## config.mk

```make
export PLATFORM = sky130hd
export DESIGN_NAME = cropping_ycbcr_to_rgb_pixel_writer_flat
export DESIGN_NICKNAME = d
export VERILOG_FILES = /design/src/hw/rtl/cyrpw_pkg.sv /design/src/hw/rtl/cyrpw_ycc_if.sv /design/src/hw/rtl/cyrpw_rgb_if.sv /design/src/hw/rtl/cyrpw_cfg.sv /design/src/hw/rtl/cyrpw_pos.sv /design/src/hw/rtl/cyrpw_csc.sv /design/src/hw/rtl/cropping_ycbcr_to_rgb_pixel_writer.sv /design/src/flat_wrapper.sv
export SDC_FILE = /design/constraint.sdc
export NUM_CORES = 2
export LEC_CHECK = 0
export ABC_CLOCK_PERIOD_IN_PS = 13300
export BUFFER_PORTS_ARGS = -buffer_cell sky130_fd_sc_hd__buf_2
export CORE_AREA = 2 2 284 286
export DETAILED_ROUTE_END_ITERATION = 7
export DIE_AREA = 0 0 286 288
export PLACE_DENSITY = 0.68
export REMOVE_ABC_BUFFERS = 1
export SYNTH_ARGS = -nofsm -noshare
export SYNTH_HDL_FRONTEND = slang
export SYNTH_SLANG_ARGS = --single-unit
```

## constraint.sdc

```tcl
create_clock -name clk -period 13.3 [get_ports clk]
set_clock_uncertainty 0.2 [all_clocks]
set_input_delay 1.995 -clock clk [delete_from_list [all_inputs] [get_ports clk]]
set_output_delay 1.995 -clock clk [all_outputs]
set_load 0.005 [all_outputs]
```

## src/hw/rtl/cyrpw_pkg.sv

```systemverilog
// Shared types, constants and helper functions of the cropping YCbCr-to-RGB pixel writer.
`timescale 1ns / 1ps
`default_nettype none

package cyrpw_pkg;

  // Field and counter widths.
  localparam int DIM_W      = 16;
  localparam int POS_W      = 17;
  localparam int SAMP_W     = 3;
  localparam int CFG_IDX_W  = 2;
  localparam int CFG_DATA_W = 16;
  localparam int PIX_W      = 8;
  localparam int MCU_Q_W    = 14;

  // Fixed-point conversion: 16 fractional bits, 28-bit signed accumulator.
  localparam int COEF_FRAC = 16;
  localparam int ACC_W     = 28;

  // Coefficients rounded to nearest at 16 fractional bits.
  localparam logic signed [ACC_W-1:0] K_R_CB = 28'sd61;
  localparam logic signed [ACC_W-1:0] K_R_CR = 28'sd91861;
  localparam logic signed [ACC_W-1:0] K_G_CB = 28'sd22524;
  localparam logic signed [ACC_W-1:0] K_G_CR = 28'sd46804;
  localparam logic signed [ACC_W-1:0] K_B_CB = 28'sd116140;
  localparam logic signed [ACC_W-1:0] K_B_CR = 28'sd65;
  localparam logic signed [ACC_W-1:0] CHROMA_OFFSET = 28'sd128;

  // Reciprocal of three for values below 2^15: (2^16 + 2) / 3.
  localparam logic [29:0] RECIP_3 = 30'd21846;

  // Configuration register indexes.
  typedef enum logic [CFG_IDX_W-1:0] {
    REG_IMAGE_WIDTH    = 2'd0,
    REG_IMAGE_HEIGHT   = 2'd1,
    REG_HORIZ_SAMPLING = 2'd2,
    REG_VERT_SAMPLING  = 2'd3
  } cfg_reg_t;

  // Image geometry as seen by the position counters.
  typedef struct packed {
    logic [DIM_W-1:0] width_eff;
    logic [DIM_W-1:0] height_eff;
    logic [POS_W-1:0] pad_width;
    logic [POS_W-1:0] pad_height;
  } geom_t;

  // A visible pixel on its way to the color converter.
  typedef struct packed {
    logic [PIX_W-1:0] luma;
    logic [PIX_W-1:0] chroma_blue;
    logic [PIX_W-1:0] chroma_red;
    logic             last_of_image;
  } stage_t;

  // A dimension of zero behaves as one.
  function automatic logic [DIM_W-1:0] eff_dim(input logic [DIM_W-1:0] d);
    return (d == '0) ? DIM_W'(1) : d;
  endfunction

  // Sampling factors are limited to 1..4.
  function automatic logic [SAMP_W-1:0] eff_samp(input logic [SAMP_W-1:0] s);
    logic [SAMP_W-1:0] r;
    if (s == '0) begin
      r = SAMP_W'(1);
    end else if (s > SAMP_W'(4)) begin
      r = SAMP_W'(4);
    end else begin
      r = s;
    end
    return r;
  endfunction

  // Dimension rounded up to a whole number of MCUs (8 * sampling pixels).
  function automatic logic [POS_W-1:0] pad_dim(input logic [DIM_W-1:0] d,
                                               input logic [SAMP_W-1:0] s);
    logic [DIM_W-1:0]   de;
    logic [MCU_Q_W-1:0] q;
    logic [29:0]        prod;
    logic [MCU_Q_W-1:0] quot3;
    logic [1:0]         rem3;
    logic [MCU_Q_W-1:0] pq;
    de    = eff_dim(d);
    q     = MCU_Q_W'(({1'b0, de} + 17'd7) >> 3);
    prod  = 30'(q) * RECIP_3;
    quot3 = prod[29:16];
    rem3  = 2'(q - (quot3 + {quot3[MCU_Q_W-2:0], 1'b0}));
    unique case (eff_samp(s))
      3'd2:    pq = q + MCU_Q_W'(q[0]);
      3'd3:    pq = (rem3 == 2'd0) ? q : q + MCU_Q_W'(3) - MCU_Q_W'(rem3);
      3'd4:    pq = (q + MCU_Q_W'(3)) & ~MCU_Q_W'(3);
      default: pq = q;
    endcase
    return {pq, 3'b000};
  endfunction

  // Drop the fraction and saturate to 0..255.
  function automatic logic [PIX_W-1:0] to_channel(input logic signed [ACC_W-1:0] acc);
    logic [PIX_W-1:0] r;
    if (acc[ACC_W-1]) begin
      r = '0;
    end else if (|acc[ACC_W-2:COEF_FRAC+PIX_W]) begin
      r = '1;
    end else begin
      r = acc[COEF_FRAC+PIX_W-1:COEF_FRAC];
    end
    return r;
  endfunction

endpackage

`default_nettype wire

```

## src/hw/rtl/cyrpw_ycc_if.sv

```systemverilog
// Stream interface that carries one Y/Cb/Cr pixel per transfer.
`timescale 1ns / 1ps
`default_nettype none

interface cyrpw_ycc_if;
  logic       valid;
  logic       ready;
  logic [7:0] luma;
  logic [7:0] chroma_blue;
  logic [7:0] chroma_red;

  modport source (output valid, output luma, output chroma_blue, output chroma_red,
                  input ready);
  modport sink (input valid, input luma, input chroma_blue, input chroma_red,
                output ready);
endinterface

`default_nettype wire

```

## src/hw/rtl/cyrpw_rgb_if.sv

```systemverilog
// Stream interface that carries one RGB pixel per transfer.
`timescale 1ns / 1ps
`default_nettype none

interface cyrpw_rgb_if;
  logic       valid;
  logic       ready;
  logic [7:0] red;
  logic [7:0] green;
  logic [7:0] blue;
  logic       last_of_image;

  modport source (output valid, output red, output green, output blue,
                  output last_of_image, input ready);
  modport sink (input valid, input red, input green, input blue,
                input last_of_image, output ready);
endinterface

`default_nettype wire

```

## src/hw/rtl/cyrpw_cfg.sv

```systemverilog
// Configuration registers and the padded image size derived from them.
`timescale 1ns / 1ps
`default_nettype none

module cyrpw_cfg
  import cyrpw_pkg::*;
(
  input  logic                  clk,
  input  logic                  rst,
  input  logic                  cfg_write_enable,
  input  logic [CFG_IDX_W-1:0]  cfg_index,
  input  logic [CFG_DATA_W-1:0] cfg_data,
  output geom_t                 geom
);

  logic [DIM_W-1:0]  image_width;
  logic [DIM_W-1:0]  image_height;
  logic [SAMP_W-1:0] horiz_sampling;
  logic [SAMP_W-1:0] vert_sampling;
  logic [POS_W-1:0]  pad_width;
  logic [POS_W-1:0]  pad_height;

  // Register writes. The padded size is updated in the same cycle from the
  // written value and the other register, so it is never stale.
  always_ff @(posedge clk) begin
    if (rst) begin
      image_width    <= DIM_W'(1);
      image_height   <= DIM_W'(1);
      horiz_sampling <= SAMP_W'(1);
      vert_sampling  <= SAMP_W'(1);
      pad_width      <= POS_W'(8);
      pad_height     <= POS_W'(8);
    end else if (cfg_write_enable) begin
      unique case (cfg_reg_t'(cfg_index))
        REG_IMAGE_WIDTH: begin
          image_width <= cfg_data;
          pad_width   <= pad_dim(cfg_data, horiz_sampling);
        end
        REG_IMAGE_HEIGHT: begin
          image_height <= cfg_data;
          pad_height   <= pad_dim(cfg_data, vert_sampling);
        end
        REG_HORIZ_SAMPLING: begin
          horiz_sampling <= cfg_data[SAMP_W-1:0];
          pad_width      <= pad_dim(image_width, cfg_data[SAMP_W-1:0]);
        end
        REG_VERT_SAMPLING: begin
          vert_sampling <= cfg_data[SAMP_W-1:0];
          pad_height    <= pad_dim(image_height, cfg_data[SAMP_W-1:0]);
        end
      endcase
    end
  end

  // Geometry seen by the position counters.
  assign geom.width_eff  = eff_dim(image_width);
  assign geom.height_eff = eff_dim(image_height);
  assign geom.pad_width  = pad_width;
  assign geom.pad_height = pad_height;

  // The padded sizes are whole MCU multiples that cover the visible image.
  a_pad_covers: assert property (@(posedge clk) disable iff (rst)
    (pad_width[2:0] == 3'b000) && (pad_width >= {1'b0, geom.width_eff}) &&
    (pad_height[2:0] == 3'b000) && (pad_height >= {1'b0, geom.height_eff}))
    else $error("padded size does not cover the image");

endmodule

`default_nettype wire

```

## src/hw/rtl/cyrpw_pos.sv

```systemverilog
// Column and row tracking, cropping, and the input stage register.
`timescale 1ns / 1ps
`default_nettype none

module cyrpw_pos
  import cyrpw_pkg::*;
(
  input  logic         clk,
  input  logic         rst,
  input  geom_t        geom,
  cyrpw_ycc_if.sink    pix_in,
  output stage_t       stage,
  output logic         stage_valid,
  input  logic         stage_ready
);

  logic [POS_W-1:0] column;
  logic [POS_W-1:0] row;
  logic [POS_W-1:0] column_next;
  logic [POS_W-1:0] row_next;
  logic [POS_W:0]   column_inc;
  logic [POS_W:0]   row_inc;
  logic             column_wrap;
  logic             accept;
  logic             visible;
  logic             last_pixel;
  logic             load_ready;

  // The stage takes a new pixel when empty or when its content moves on.
  assign load_ready   = !stage_valid || stage_ready;
  assign pix_in.ready = load_ready;
  assign accept       = pix_in.valid && load_ready;

  // Cropping against the visible image.
  assign visible    = (column < {1'b0, geom.width_eff}) && (row < {1'b0, geom.height_eff});
  assign last_pixel = (column == {1'b0, geom.width_eff - DIM_W'(1)}) &&
                      (row == {1'b0, geom.height_eff - DIM_W'(1)});

  // Raster advance over the padded image.
  always_comb begin
    column_inc  = {1'b0, column} + (POS_W+1)'(1);
    row_inc     = {1'b0, row} + (POS_W+1)'(1);
    column_wrap = column_inc >= {1'b0, geom.pad_width};
    column_next = column_wrap ? '0 : column_inc[POS_W-1:0];
    if (!column_wrap) begin
      row_next = row;
    end else if (row_inc >= {1'b0, geom.pad_height}) begin
      row_next = '0;
    end else begin
      row_next = row_inc[POS_W-1:0];
    end
  end

  // Position counters and stage valid.
  always_ff @(posedge clk) begin
    if (rst) begin
      column      <= '0;
      row         <= '0;
      stage_valid <= 1'b0;
    end else begin
      if (accept) begin
        column <= column_next;
        row    <= row_next;
      end
      if (load_ready) begin
        stage_valid <= accept && visible;
      end
    end
  end

  // Stage payload for kept pixels.
  always_ff @(posedge clk) begin
    if (accept && visible) begin
      stage.luma          <= pix_in.luma;
      stage.chroma_blue   <= pix_in.chroma_blue;
      stage.chroma_red    <= pix_in.chroma_red;
      stage.last_of_image <= last_pixel;
    end
  end

  // The row moves only on a transfer.
  a_row_hold: assert property (@(posedge clk) disable iff (rst)
    !accept |=> $stable(row))
    else $error("row counter moved without an input transfer");

  // A cropped pixel never enters the stage.
  a_crop: assert property (@(posedge clk) disable iff (rst)
    (accept && !visible) |=> !stage_valid)
    else $error("cropped pixel entered the stage");

  // The column either steps by one or wraps to zero.
  a_column_step: assert property (@(posedge clk) disable iff (rst)
    accept |=> (column == '0) || (column == $past(column) + POS_W'(1)))
    else $error("column counter skipped");

endmodule

`default_nettype wire

```

## src/hw/rtl/cyrpw_csc.sv

```systemverilog
// Fixed-point YCbCr-to-RGB conversion with saturation, and the output register.
`timescale 1ns / 1ps
`default_nettype none

module cyrpw_csc
  import cyrpw_pkg::*;
(
  input  logic         clk,
  input  logic         rst,
  input  stage_t       stage,
  input  logic         stage_valid,
  output logic         stage_ready,
  cyrpw_rgb_if.source  pix_out
);

  logic signed [ACC_W-1:0] y_scaled;
  logic signed [ACC_W-1:0] cb;
  logic signed [ACC_W-1:0] cr;
  logic signed [ACC_W-1:0] acc_red;
  logic signed [ACC_W-1:0] acc_green;
  logic signed [ACC_W-1:0] acc_blue;
  logic                    out_valid;
  logic [PIX_W-1:0]        red;
  logic [PIX_W-1:0]        green;
  logic [PIX_W-1:0]        blue;
  logic                    last_of_image;

  // The output register frees up when empty or when its result is taken.
  assign stage_ready = !out_valid || pix_out.ready;

  // Matrix with constant coefficients; the sums are exact in 28 bits.
  always_comb begin
    y_scaled  = signed'({{(ACC_W-PIX_W-COEF_FRAC){1'b0}}, stage.luma, {COEF_FRAC{1'b0}}});
    cb        = signed'(ACC_W'(stage.chroma_blue)) - CHROMA_OFFSET;
    cr        = signed'(ACC_W'(stage.chroma_red)) - CHROMA_OFFSET;
    acc_red   = y_scaled - K_R_CB * cb + K_R_CR * cr;
    acc_green = y_scaled - K_G_CB * cb - K_G_CR * cr;
    acc_blue  = y_scaled + K_B_CB * cb + K_B_CR * cr;
  end

  // Output valid.
  always_ff @(posedge clk) begin
    if (rst) begin
      out_valid <= 1'b0;
    end else if (stage_ready) begin
      out_valid <= stage_valid;
    end
  end

  // Output payload.
  always_ff @(posedge clk) begin
    if (stage_ready && stage_valid) begin
      red           <= to_channel(acc_red);
      green         <= to_channel(acc_green);
      blue          <= to_channel(acc_blue);
      last_of_image <= stage.last_of_image;
    end
  end

  assign pix_out.valid         = out_valid;
  assign pix_out.red           = red;
  assign pix_out.green         = green;
  assign pix_out.blue          = blue;
  assign pix_out.last_of_image = last_of_image;

  // A pixel that leaves the stage is presented at the output next cycle.
  a_stage_to_out: assert property (@(posedge clk) disable iff (rst)
    (stage_valid && stage_ready) |=> out_valid)
    else $error("converted pixel lost between stage and output");

endmodule

`default_nettype wire

```

## src/hw/rtl/cropping_ycbcr_to_rgb_pixel_writer.sv

```systemverilog
// Top level of the cropping YCbCr-to-RGB pixel writer.
//
// pix_in takes one Y/Cb/Cr pixel per transfer, in raster order of the image
// padded up to whole MCUs (8 * horiz_sampling by 8 * vert_sampling pixels).
// Pixels right of image_width or below image_height are consumed and dropped.
// Each visible pixel leaves on pix_out as one saturated RGB transfer; the
// flag last_of_image marks the bottom-right visible pixel. After the last
// padded pixel the counters wrap and the next image begins.
// The plain write port sets the four registers; a write is taken at any
// edge with cfg_write_enable high and should be made while no pixel is in flight.
// A kept pixel passes through the input stage register and then, after the
// conversion, through the output register before it is presented on pix_out.
// Throughput: one pixel per cycle while pix_out does not stall; every stage
// holds one pixel and moves it on whenever the next stage is free.
// When pix_out stalls, the output register holds and the input stage, if empty,
// still accepts one more pixel before pix_in.ready drops; cropped pixels are
// still accepted while both registers hold a pixel only if the stage can move.
// Reset clears both counters and sets a 1x1 image with sampling factors of 1.
`timescale 1ns / 1ps
`default_nettype none

module cropping_ycbcr_to_rgb_pixel_writer
  import cyrpw_pkg::*;
(
  input  logic                  clk,
  input  logic                  rst,
  input  logic                  cfg_write_enable,
  input  logic [CFG_IDX_W-1:0]  cfg_index,
  input  logic [CFG_DATA_W-1:0] cfg_data,
  cyrpw_ycc_if.sink             pix_in,
  cyrpw_rgb_if.source           pix_out
);

  geom_t  geom;
  stage_t stage;
  logic   stage_valid;
  logic   stage_ready;

  // Registers and padded size.
  cyrpw_cfg u_cfg (
    .clk              (clk),
    .rst              (rst),
    .cfg_write_enable (cfg_write_enable),
    .cfg_index        (cfg_index),
    .cfg_data         (cfg_data),
    .geom             (geom)
  );

  // Position tracking and cropping.
  cyrpw_pos u_pos (
    .clk         (clk),
    .rst         (rst),
    .geom        (geom),
    .pix_in      (pix_in),
    .stage       (stage),
    .stage_valid (stage_valid),
    .stage_ready (stage_ready)
  );

  // Color conversion and output register.
  cyrpw_csc u_csc (
    .clk         (clk),
    .rst         (rst),
    .stage       (stage),
    .stage_valid (stage_valid),
    .stage_ready (stage_ready),
    .pix_out     (pix_out)
  );

endmodule

`default_nettype wire
```

## src/flat_wrapper.sv

```systemverilog
// flat-port wrapper written by rule: the top's interface ports become plain ports
module cropping_ycbcr_to_rgb_pixel_writer_flat import cyrpw_pkg::*;
  (clk, rst, cfg_write_enable, cfg_index, cfg_data, pix_in_valid, pix_in_luma, pix_in_chroma_blue, pix_in_chroma_red, pix_in_ready, pix_out_valid, pix_out_red, pix_out_green, pix_out_blue, pix_out_last_of_image, pix_out_ready);
  cyrpw_ycc_if pix_in_i ();
  cyrpw_rgb_if pix_out_i ();
  input  logic clk;
  input  logic rst;
  input  logic cfg_write_enable;
  input  logic [CFG_IDX_W-1:0] cfg_index;
  input  logic [CFG_DATA_W-1:0] cfg_data;
  input wire logic [$bits(pix_in_i.valid)-1:0] pix_in_valid;
  input wire logic [$bits(pix_in_i.luma)-1:0] pix_in_luma;
  input wire logic [$bits(pix_in_i.chroma_blue)-1:0] pix_in_chroma_blue;
  input wire logic [$bits(pix_in_i.chroma_red)-1:0] pix_in_chroma_red;
  output wire logic [$bits(pix_in_i.ready)-1:0] pix_in_ready;
  output wire logic [$bits(pix_out_i.valid)-1:0] pix_out_valid;
  output wire logic [$bits(pix_out_i.red)-1:0] pix_out_red;
  output wire logic [$bits(pix_out_i.green)-1:0] pix_out_green;
  output wire logic [$bits(pix_out_i.blue)-1:0] pix_out_blue;
  output wire logic [$bits(pix_out_i.last_of_image)-1:0] pix_out_last_of_image;
  input wire logic [$bits(pix_out_i.ready)-1:0] pix_out_ready;
  assign pix_in_i.valid = pix_in_valid;
  assign pix_in_i.luma = pix_in_luma;
  assign pix_in_i.chroma_blue = pix_in_chroma_blue;
  assign pix_in_i.chroma_red = pix_in_chroma_red;
  assign pix_in_ready = pix_in_i.ready;
  assign pix_out_valid = pix_out_i.valid;
  assign pix_out_red = pix_out_i.red;
  assign pix_out_green = pix_out_i.green;
  assign pix_out_blue = pix_out_i.blue;
  assign pix_out_last_of_image = pix_out_i.last_of_image;
  assign pix_out_i.ready = pix_out_ready;
  cropping_ycbcr_to_rgb_pixel_writer u_core (.clk(clk), .rst(rst), .cfg_write_enable(cfg_write_enable), .cfg_index(cfg_index), .cfg_data(cfg_data), .pix_in(pix_in_i), .pix_out(pix_out_i));
endmodule
```

=== After elaboration in Yosys (flattened, before gate mapping) ===
Index checks and enable logic that the tools add are counted.

* Word-level logic and storage cells: 147
* Input port bits: 47
* Output and inout port bits: 27
* Flip-flop bits (word level): 158

* Equal/unequal tests: 17
* Reductions and logical operators: 31
* Multipliers: 9
* Mux-type cells: 35
* Order comparisons: 7
* Add/subtract/negate cells: 30

{| class="wikitable"
|+ Operator list
! operator !! count
|-
| $pmux W14 S3 || 4
|-
| $pmux W17 S2 || 2
|-
| $mux W3 || 18
|-
| $add A16 B3 Y17 const B || 3
|-
| $mul A14 B14 Y17 const B || 3
|-
| $logic_not A16 Y1 || 3
|-
| $mux W16 || 3
|-
| $add A14 B1 Y14 || 3
|-
| $add A14 B2 Y14 const B || 3
|-
| $mux W14 || 3
|-
| $sub A14 B2 Y14 || 3
|-
| $add A17 B1 Y18 const B || 2
|-
| $ge A18 B17 Y1 || 2
|-
| $eq A17 B16 Y1 || 2
|-
| $lt A17 B16 Y1 || 2
|-
| $mux W17 || 2
|-
| $sub A16 B1 Y16 const B || 2
|-
| $add A25 B27 Y28 || 1
|-
| $add A26 B27 Y28 || 1
|-
| $add A28 B17 Y28 || 1
|-
| $mul A18 B9 Y27 const A || 1
|-
| $sub A26 B26 Y27 || 1
|-
| $sub A25 B16 Y26 || 1
|-
| $sub A25 B25 Y26 || 1
|-
| other kinds (22) || 62
|}

=== Longest topological paths before layout ===
* Depth in word-level cells: 10
* Mapped depth: 45
* Gate-level depth less buffers: 43

=== Modules after synthesis ===
A second synthesis with hierarchy kept.

* Cell total of the unflattened synthesis: 4,090
* Area, all modules: 34,638.2 sq um

{| class="wikitable"
|+ Modules (own cells, without submodules)
! module !! area each (sq um) !! cells each !! times used !! seq. area each (sq um)
|-
| cyrpw_csc || 15,056.9 || 1,578 || 1 || 770.7
|-
| cyrpw_cfg || 14,058.5 || 1,848 || 1 || 1,321.3
|-
| cyrpw_pos || 5,522.8 || 664 || 1 || 1,451.4
|}

=== Worst setup path before layout ===
Ideal clock, no wire load.

* Path kind: input to register
* Start point: input cfg_data[3]
* End point: register u_core.u_cfg.pad_width[13]
* Required time: 12.983 ns
* Path slack: 2.279 ns
* Library setup time: 0.117 ns
* Arrival time: 10.704 ns
* Stages: 38
* Path through: buf_2 > o311a_1 > buf_6 > nand3_1 > nor2_1 > nand2_1 > xnor2_1 > ha_1 > fa_1 > inv_1 > fa_1 > inv_1 > fa_1 > inv_1 > fa_1 > inv_1 > ha_1 > a211oi_1 > [2 not listed] > o211ai_2 > clkinv_1 > ha_1 > xor2_1 > xnor2_1 > xnor3_1 > xnor2_1 > xnor2_1 > clkbuf_1 > xnor2_1 > xnor2_1 > ha_1 > nand3b_1 > o31a_1 > o21ai_1 > xnor2_1 > a211o_1 > a22o_1

* Cells in the longest elaborated chain, start to end: 10

{| class="wikitable"
|+ Ends and longest elaborated chain
! item !! line !! text
|-
| start, declared || flat_wrapper.sv:10 || <nowiki>input logic [CFG_DATA_W-1:0] cfg_data;</nowiki>
|-
| $logic_not A16 Y1 || cyrpw_pkg.sv:58 || <nowiki>return (d == '0) ? DIM_W'(1) : d;</nowiki>
|-
| $mux W16 * || cyrpw_pkg.sv:58 ||
|-
| $add A16 B3 Y17 * || cyrpw_pkg.sv:84 || <nowiki>q = MCU_Q_W'(({1'b0, de} + 17'd7) >> 3);</nowiki>
|-
| $mul A14 B14 Y17 || cyrpw_pkg.sv:85 || <nowiki>prod = 30'(q) * RECIP_3;</nowiki>
|-
| $add A2 B2 Y2 || cyrpw_pkg.sv:87 || <nowiki>rem3 = 2'(q - (quot3 + {quot3[MCU_Q_W-2:0], 1'b0}));</nowiki>
|-
| $sub A2 B2 Y2 || cyrpw_pkg.sv:87 ||
|-
| $sub A14 B2 Y14 or $logic_not A2 Y1 (tied branches) || cyrpw_pkg.sv:90 || <nowiki>3'd3: pq = (rem3 == 2'd0) ? q : q + MCU_Q_W'(3) - MCU_Q_W'(rem3);</nowiki>
|-
| $mux W14 || cyrpw_pkg.sv:90 ||
|-
| $pmux W14 S3 * || cyrpw_pkg.sv:88 || <nowiki>unique case (eff_samp(s))</nowiki>
|-
| $pmux W17 S2 * || cyrpw_cfg.sv:34 || <nowiki>unique case (cfg_reg_t'(cfg_index))</nowiki>
|-
| end signal, assigned || cyrpw_cfg.sv:37 || <nowiki>pad_width <= pad_dim(cfg_data, horiz_sampling);</nowiki>
|-
| end signal, assigned || cyrpw_cfg.sv:45 || <nowiki>pad_width <= pad_dim(image_width, cfg_data[SAMP_W-1:0]);</nowiki>
|-
| end, declared || cyrpw_cfg.sv:20 || <nowiki>logic [POS_W-1:0] pad_width;</nowiki>
|}

Mark *: on every way between the ends. The rest lies on a longest branch, timed or not. The select of a mux whose other input is x is not followed.
A chain may end at the register's enable or synchronous reset.

=== Worst setup path in the final report ===
* Start point: input cfg_data[3]
* End point: register u_core.u_cfg.pad_height[7]

* Cells in the longest elaborated chain, start to end: 10

{| class="wikitable"
|+ Ends and longest elaborated chain
! item !! line !! text
|-
| $logic_not A16 Y1 || cyrpw_pkg.sv:58 ||
|-
| $mux W16 * || cyrpw_pkg.sv:58 ||
|-
| $add A16 B3 Y17 * || cyrpw_pkg.sv:84 ||
|-
| $mul A14 B14 Y17 || cyrpw_pkg.sv:85 ||
|-
| $add A2 B2 Y2 || cyrpw_pkg.sv:87 ||
|-
| $sub A2 B2 Y2 || cyrpw_pkg.sv:87 ||
|-
| $sub A14 B2 Y14 or $logic_not A2 Y1 (tied branches) || cyrpw_pkg.sv:90 ||
|-
| $mux W14 || cyrpw_pkg.sv:90 ||
|-
| $pmux W14 S3 * || cyrpw_pkg.sv:88 ||
|-
| $pmux W17 S2 * || cyrpw_cfg.sv:34 ||
|-
| end signal, assigned || cyrpw_cfg.sv:41 || <nowiki>pad_height <= pad_dim(cfg_data, vert_sampling);</nowiki>
|-
| end signal, assigned || cyrpw_cfg.sv:49 || <nowiki>pad_height <= pad_dim(image_height, cfg_data[SAMP_W-1:0]);</nowiki>
|-
| end, declared || cyrpw_cfg.sv:21 || <nowiki>logic [POS_W-1:0] pad_height;</nowiki>
|}

Marked as above.

==> results.md <==
Outcome:
- The flow ran to the end, and the final reports show no timing, DRC or antenna violations.

Detailed routing:
- The number of nets with antenna violations after detailed routing is 0.
- In the final routed layout, each cell accounts on average for 19.7 um.
- The routed design uses 48500 um of met2 wire.
- The routed wire length is 103000 um.
- The DRC violations left is 0.
- The detailed-routing wirelength on met1 is 44000 um.
- The final route contains 29400 vias.
- The highest metal layer carrying signal wires in the routed design is met5.
- Dividing the detail-routed via count by the number of cells gives 5.62.
- The first detailed-routing pass took 6 iterations.
- The detailed router finished its first iteration with 2270 violations.
- The met3 wirelength from detailed routing is 5880 um.

Clock tree:
- After clock tree synthesis, the clock-pin slew on the worst setup and hold paths is 0.07 ns.
- The longest clock path from root to sink contains 2 buffers.
- The clock buffer count from CTS is 17.
- The CTS tree is built.
- The buffers inserted during post-CTS setup optimization is 0.
- The clock reaches the later pin of the worst-skew pair after 0.49 ns.
- The cell at the root of the clock tree is sky130_fd_sc_hd__clkbuf_16.
- The CTS H-tree depth is 4.
- Once the clock tree was built, the resizer swapped 0 gates to a different size.
- The hold-fix buffer count after cts is 0.
- The clock sink total is 152.

Floorplanning:
- The floorplan has 104 rows.
- For this design the top-level I/O count stands at 74.
- The die covers 82400 um2.
- The die width is 286 um.
- The area of the placeable core is 79600 um2.
- The initial utilization of the core area, before any placement, comes to 0.443.
- The height of the die is 288 um.

Yosys:
- The synthesized netlist cell count is 4141.
- After synthesis the cells add up to 35300 um2.
- The sequential element share of the synthesized area is 0.100.
- Among all flip-flop cells after synthesis, the most frequent one is sky130_fd_sc_hd__dfxtp_1.
- The synthesis warning total is 0.
- By count the netlist is led by 768 x sky130_fd_sc_hd__inv_1, 656 x sky130_fd_sc_hd__ha_1, 353 x sky130_fd_sc_hd__fa_1.
- The number of library cell types mapped by synthesis is 107.
- For this run, asynchronously set or reset flops after synthesis account for 0.
- Sorting the synthesized cells by area gives the leading types as sky130_fd_sc_hd__ha_1 23%, sky130_fd_sc_hd__fa_1 20%, sky130_fd_sc_hd__inv_1 8.2%.
- The average cell area after synthesis is 8.52 um2.
- The most area-hungry cell type in the Yosys netlist is sky130_fd_sc_hd__ha_1.
- The most used standard cell by instance count after synthesis is sky130_fd_sc_hd__inv_1.
- The post-synthesis register bit count is 152.
- The share of the synthesized area in the top cell type is 0.233.
- In this run, synthesis inferred 50 flip-flops with an integrated enable.

Setup path:
- The element type at the critical path end is a register.
- Counting cells, the worst reg-to-reg path comes to 41.
- The worst register-to-register path ends at u_core.u_cfg.pad_height[10]$_SDFFE_PP0P_.
- The type of origin of the critical path is an input pin.
- The critical path in this run is classified as in2reg.
- For this run, the slowest stage of the critical path takes 0.58 ns.
- The required time of the critical path is 13.49 ns.
- The endpoint arrival time on the critical path is 12.26 ns.
- The startpoint of the lowest-slack register-to-register path is u_core.u_cfg.image_height[10]$_SDFFE_PP0P_.
- The worst setup path startpoint is cfg_data[3].
- Across all register-to-register paths, the minimum setup slack is 1.26 ns.
- The most numerous cell type found on the critical path is sky130_fd_sc_hd__xnor2_1.
- The largest driver fanout on the critical path is 11.
- For this design, the slowest cell found on the critical path is sky130_fd_sc_hd__xor2_1.

Min path:
- The tightest min-delay check is of the reg2reg type.
- The hold path startpoint is u_core.u_pos.stage[0]$_DFFE_PP_.
- Along the worst hold path, the cell count comes to 0.
- The path with the worst hold slack has its endpoint at u_core.u_csc.pix_out.last_of_image$_DFFE_PP_.

GRT:
- Entering global routing, the biggest net connects 87 pins.
- The via count of the first global-routing pass is 29100.
- The number of antenna violations at the first check in global routing was 3.
- The wire length of the first global-routing pass is 163000 um.
- The aggregate global-route resource usage is 0.253.
- Global routing finished with a remaining overflow of 0.

Layout:
- Of the cells placed in the final design, the portion with a size suffix greater than 1 is 0.0562.
- The synthesis-to-layout area growth is 6.15%.
- The filler-free cell count of the finished design is 5226.
- In the final design database the tool counted 5208 nets.

STA:
- Derived from the worst setup path, the maximum achievable clock frequency is 0.0828 GHz.
- The relative max-transition margin is 0.218.
- Dividing the final minimum period by the clock period gives 0.908.
- The worst-margin pin slew is 1.17 ns.
- Setup total negative slack on the finished layout was measured at 0 ns.
- Setup repair after global routing left no endpoint under its margin.
- The max-slew violation count is 0.
- The time the worst path needs with I/O delays and setup is 12.08 ns.
- The final hold violation count is 0.
- The number of failing setup endpoints in the final timing report is 0.

Place:
- The post-placement cell count is 5193.
- The number of port buffers is 73.
- The wire-length estimate of the detail-placed layout is 84500 um.
- The final RePlAce weighted congestion is 1.01.

Flow run:
- The max-cap violation count is 0.
==> layout make-up <==
type                            instances  area, um2
Fill cell                            7799      42200
Clock buffer                           18        429
Sequential cell                       152       3540
Timing Repair Buffer                  130        796
Multi-Input combinational cell       3072      28300
Tap cell                             1060       1330
Antenna cell                            2       5.00
Clock inverter                         13        146
Inverter                              779       2920
==> metal layers <==
layer / global-route usage / vias to the layer above
li1: - / 14100
met1: 0.331 / 14200
met2: 0.425 / 968
met3: 0.0303 / 190
met4: 0.102 / 2
met5: 0 / -
==> worst max-delay path, delay by kind of cell <==
kind | cells | cell delay [ns]
XOR/XNOR | 9 | 2.39
adder cells (fa/ha/maj) | 8 | 3.10
AO/OA/AOI/OAI | 6 | 1.77
buffers and inverters | 5 | 1.06
AND/OR/NAND/NOR | 6 | 1.91
==> cell usage in the layout (no fill, tap or decap), types with 15 or more instances in the layout <==
master,instances
sky130_fd_sc_hd__o211ai_1,27
sky130_fd_sc_hd__inv_1,767
sky130_fd_sc_hd__o21ai_0,154
sky130_fd_sc_hd__nand2b_1,27
sky130_fd_sc_hd__nor3_1,94
sky130_fd_sc_hd__nand3b_1,20
sky130_fd_sc_hd__nor2b_1,32
sky130_fd_sc_hd__fa_1,353
sky130_fd_sc_hd__edfxtp_1,50
sky130_fd_sc_hd__and3_1,51
sky130_fd_sc_hd__and2_1,15
sky130_fd_sc_hd__a211oi_1,31
sky130_fd_sc_hd__mux2i_1,28
sky130_fd_sc_hd__o31ai_1,16
sky130_fd_sc_hd__clkbuf_16,17
sky130_fd_sc_hd__xnor2_1,200
sky130_fd_sc_hd__o22ai_1,18
sky130_fd_sc_hd__a21o_1,36
sky130_fd_sc_hd__buf_4,58
sky130_fd_sc_hd__xor2_1,67
sky130_fd_sc_hd__a31oi_1,21
sky130_fd_sc_hd__nand2_1,246
sky130_fd_sc_hd__buf_2,72
sky130_fd_sc_hd__nor2_1,208
sky130_fd_sc_hd__o21a_1,73
sky130_fd_sc_hd__a21oi_1,211
sky130_fd_sc_hd__nand3_1,108
sky130_fd_sc_hd__ha_1,656
sky130_fd_sc_hd__a221oi_1,18
sky130_fd_sc_hd__or2_2,17
sky130_fd_sc_hd__or3_1,24
sky130_fd_sc_hd__nor4_1,28
sky130_fd_sc_hd__nand4_1,37
sky130_fd_sc_hd__dfxtp_1,102
==> per-stage QoR <==
stage                util  hold WS (ns)  cell area [um2]  setup WS (ns)
floorplan               -         0.200            34700           2.14
global placement    0.463         0.215            36900          0.960
detailed placement  0.463         0.247            36900          0.860
CTS                 0.470         0.260            37400           1.35
global route        0.470         0.272            37400          0.461
finish              0.470         0.255            37400           1.22
==> kinds of logic after synthesis <==
kind of cell,Yosys count,share of synthesized area
adders and majority gates,1011,0.434
and+or+nand+nor,974,0.140
buffers and inverters,917,0.0986
AOI/OAI and AO/OA,774,0.145
xor gates and xnor gates,276,0.0714
DFF,152,0.100
muxes,37,0.0108
==> worst max-delay path by stage <==
stage / slack (ns) / cells after the start / endpoint
final: 1.22 / 34 / u_core.u_cfg.pad_height[7]$_SDFFE_PP0P_
after detailed placement: 0.86 / 34 / u_core.u_cfg.pad_height[7]$_SDFFE_PP0P_
after CTS: 1.35 / 34 / u_core.u_cfg.pad_height[7]$_SDFFE_PP0P_
after global routing: 0.46 / 35 / u_core.u_cfg.pad_height[7]$_SDFFE_PP0P_
after floorplan: 2.14 / 35 / u_core.u_cfg.pad_width[13]$_SDFFE_PP0P_
after global placement: 0.96 / 35 / u_core.u_cfg.pad_width[13]$_SDFFE_PP0P_
==> registers in the layout, summed over array words and instances (netlist names) <==
| register | count |
|---|---|
| u_core.u_cfg.image_height | 16 |
| u_core.u_cfg.horiz_sampling | 3 |
| u_core.u_pos.stage | 25 |
| u_core.u_csc.pix_out.last_of_image | 1 |
| u_core.u_cfg.pad_height | 14 |
| u_core.u_cfg.image_width | 16 |
| u_core.u_csc.pix_out.blue | 8 |
| u_core.u_cfg.pad_width | 14 |
| u_core.u_csc.pix_out.red | 8 |
| u_core.u_csc.pix_out.valid | 1 |
| u_core.u_pos.stage_valid | 1 |
| u_core.u_pos.row | 17 |
| u_core.u_csc.pix_out.green | 8 |
| u_core.u_cfg.vert_sampling | 3 |
| u_core.u_pos.column | 17 |
Power is not shown: default switching activity piles up to over one toggle a cycle in this logic, so the estimate is an artifact.
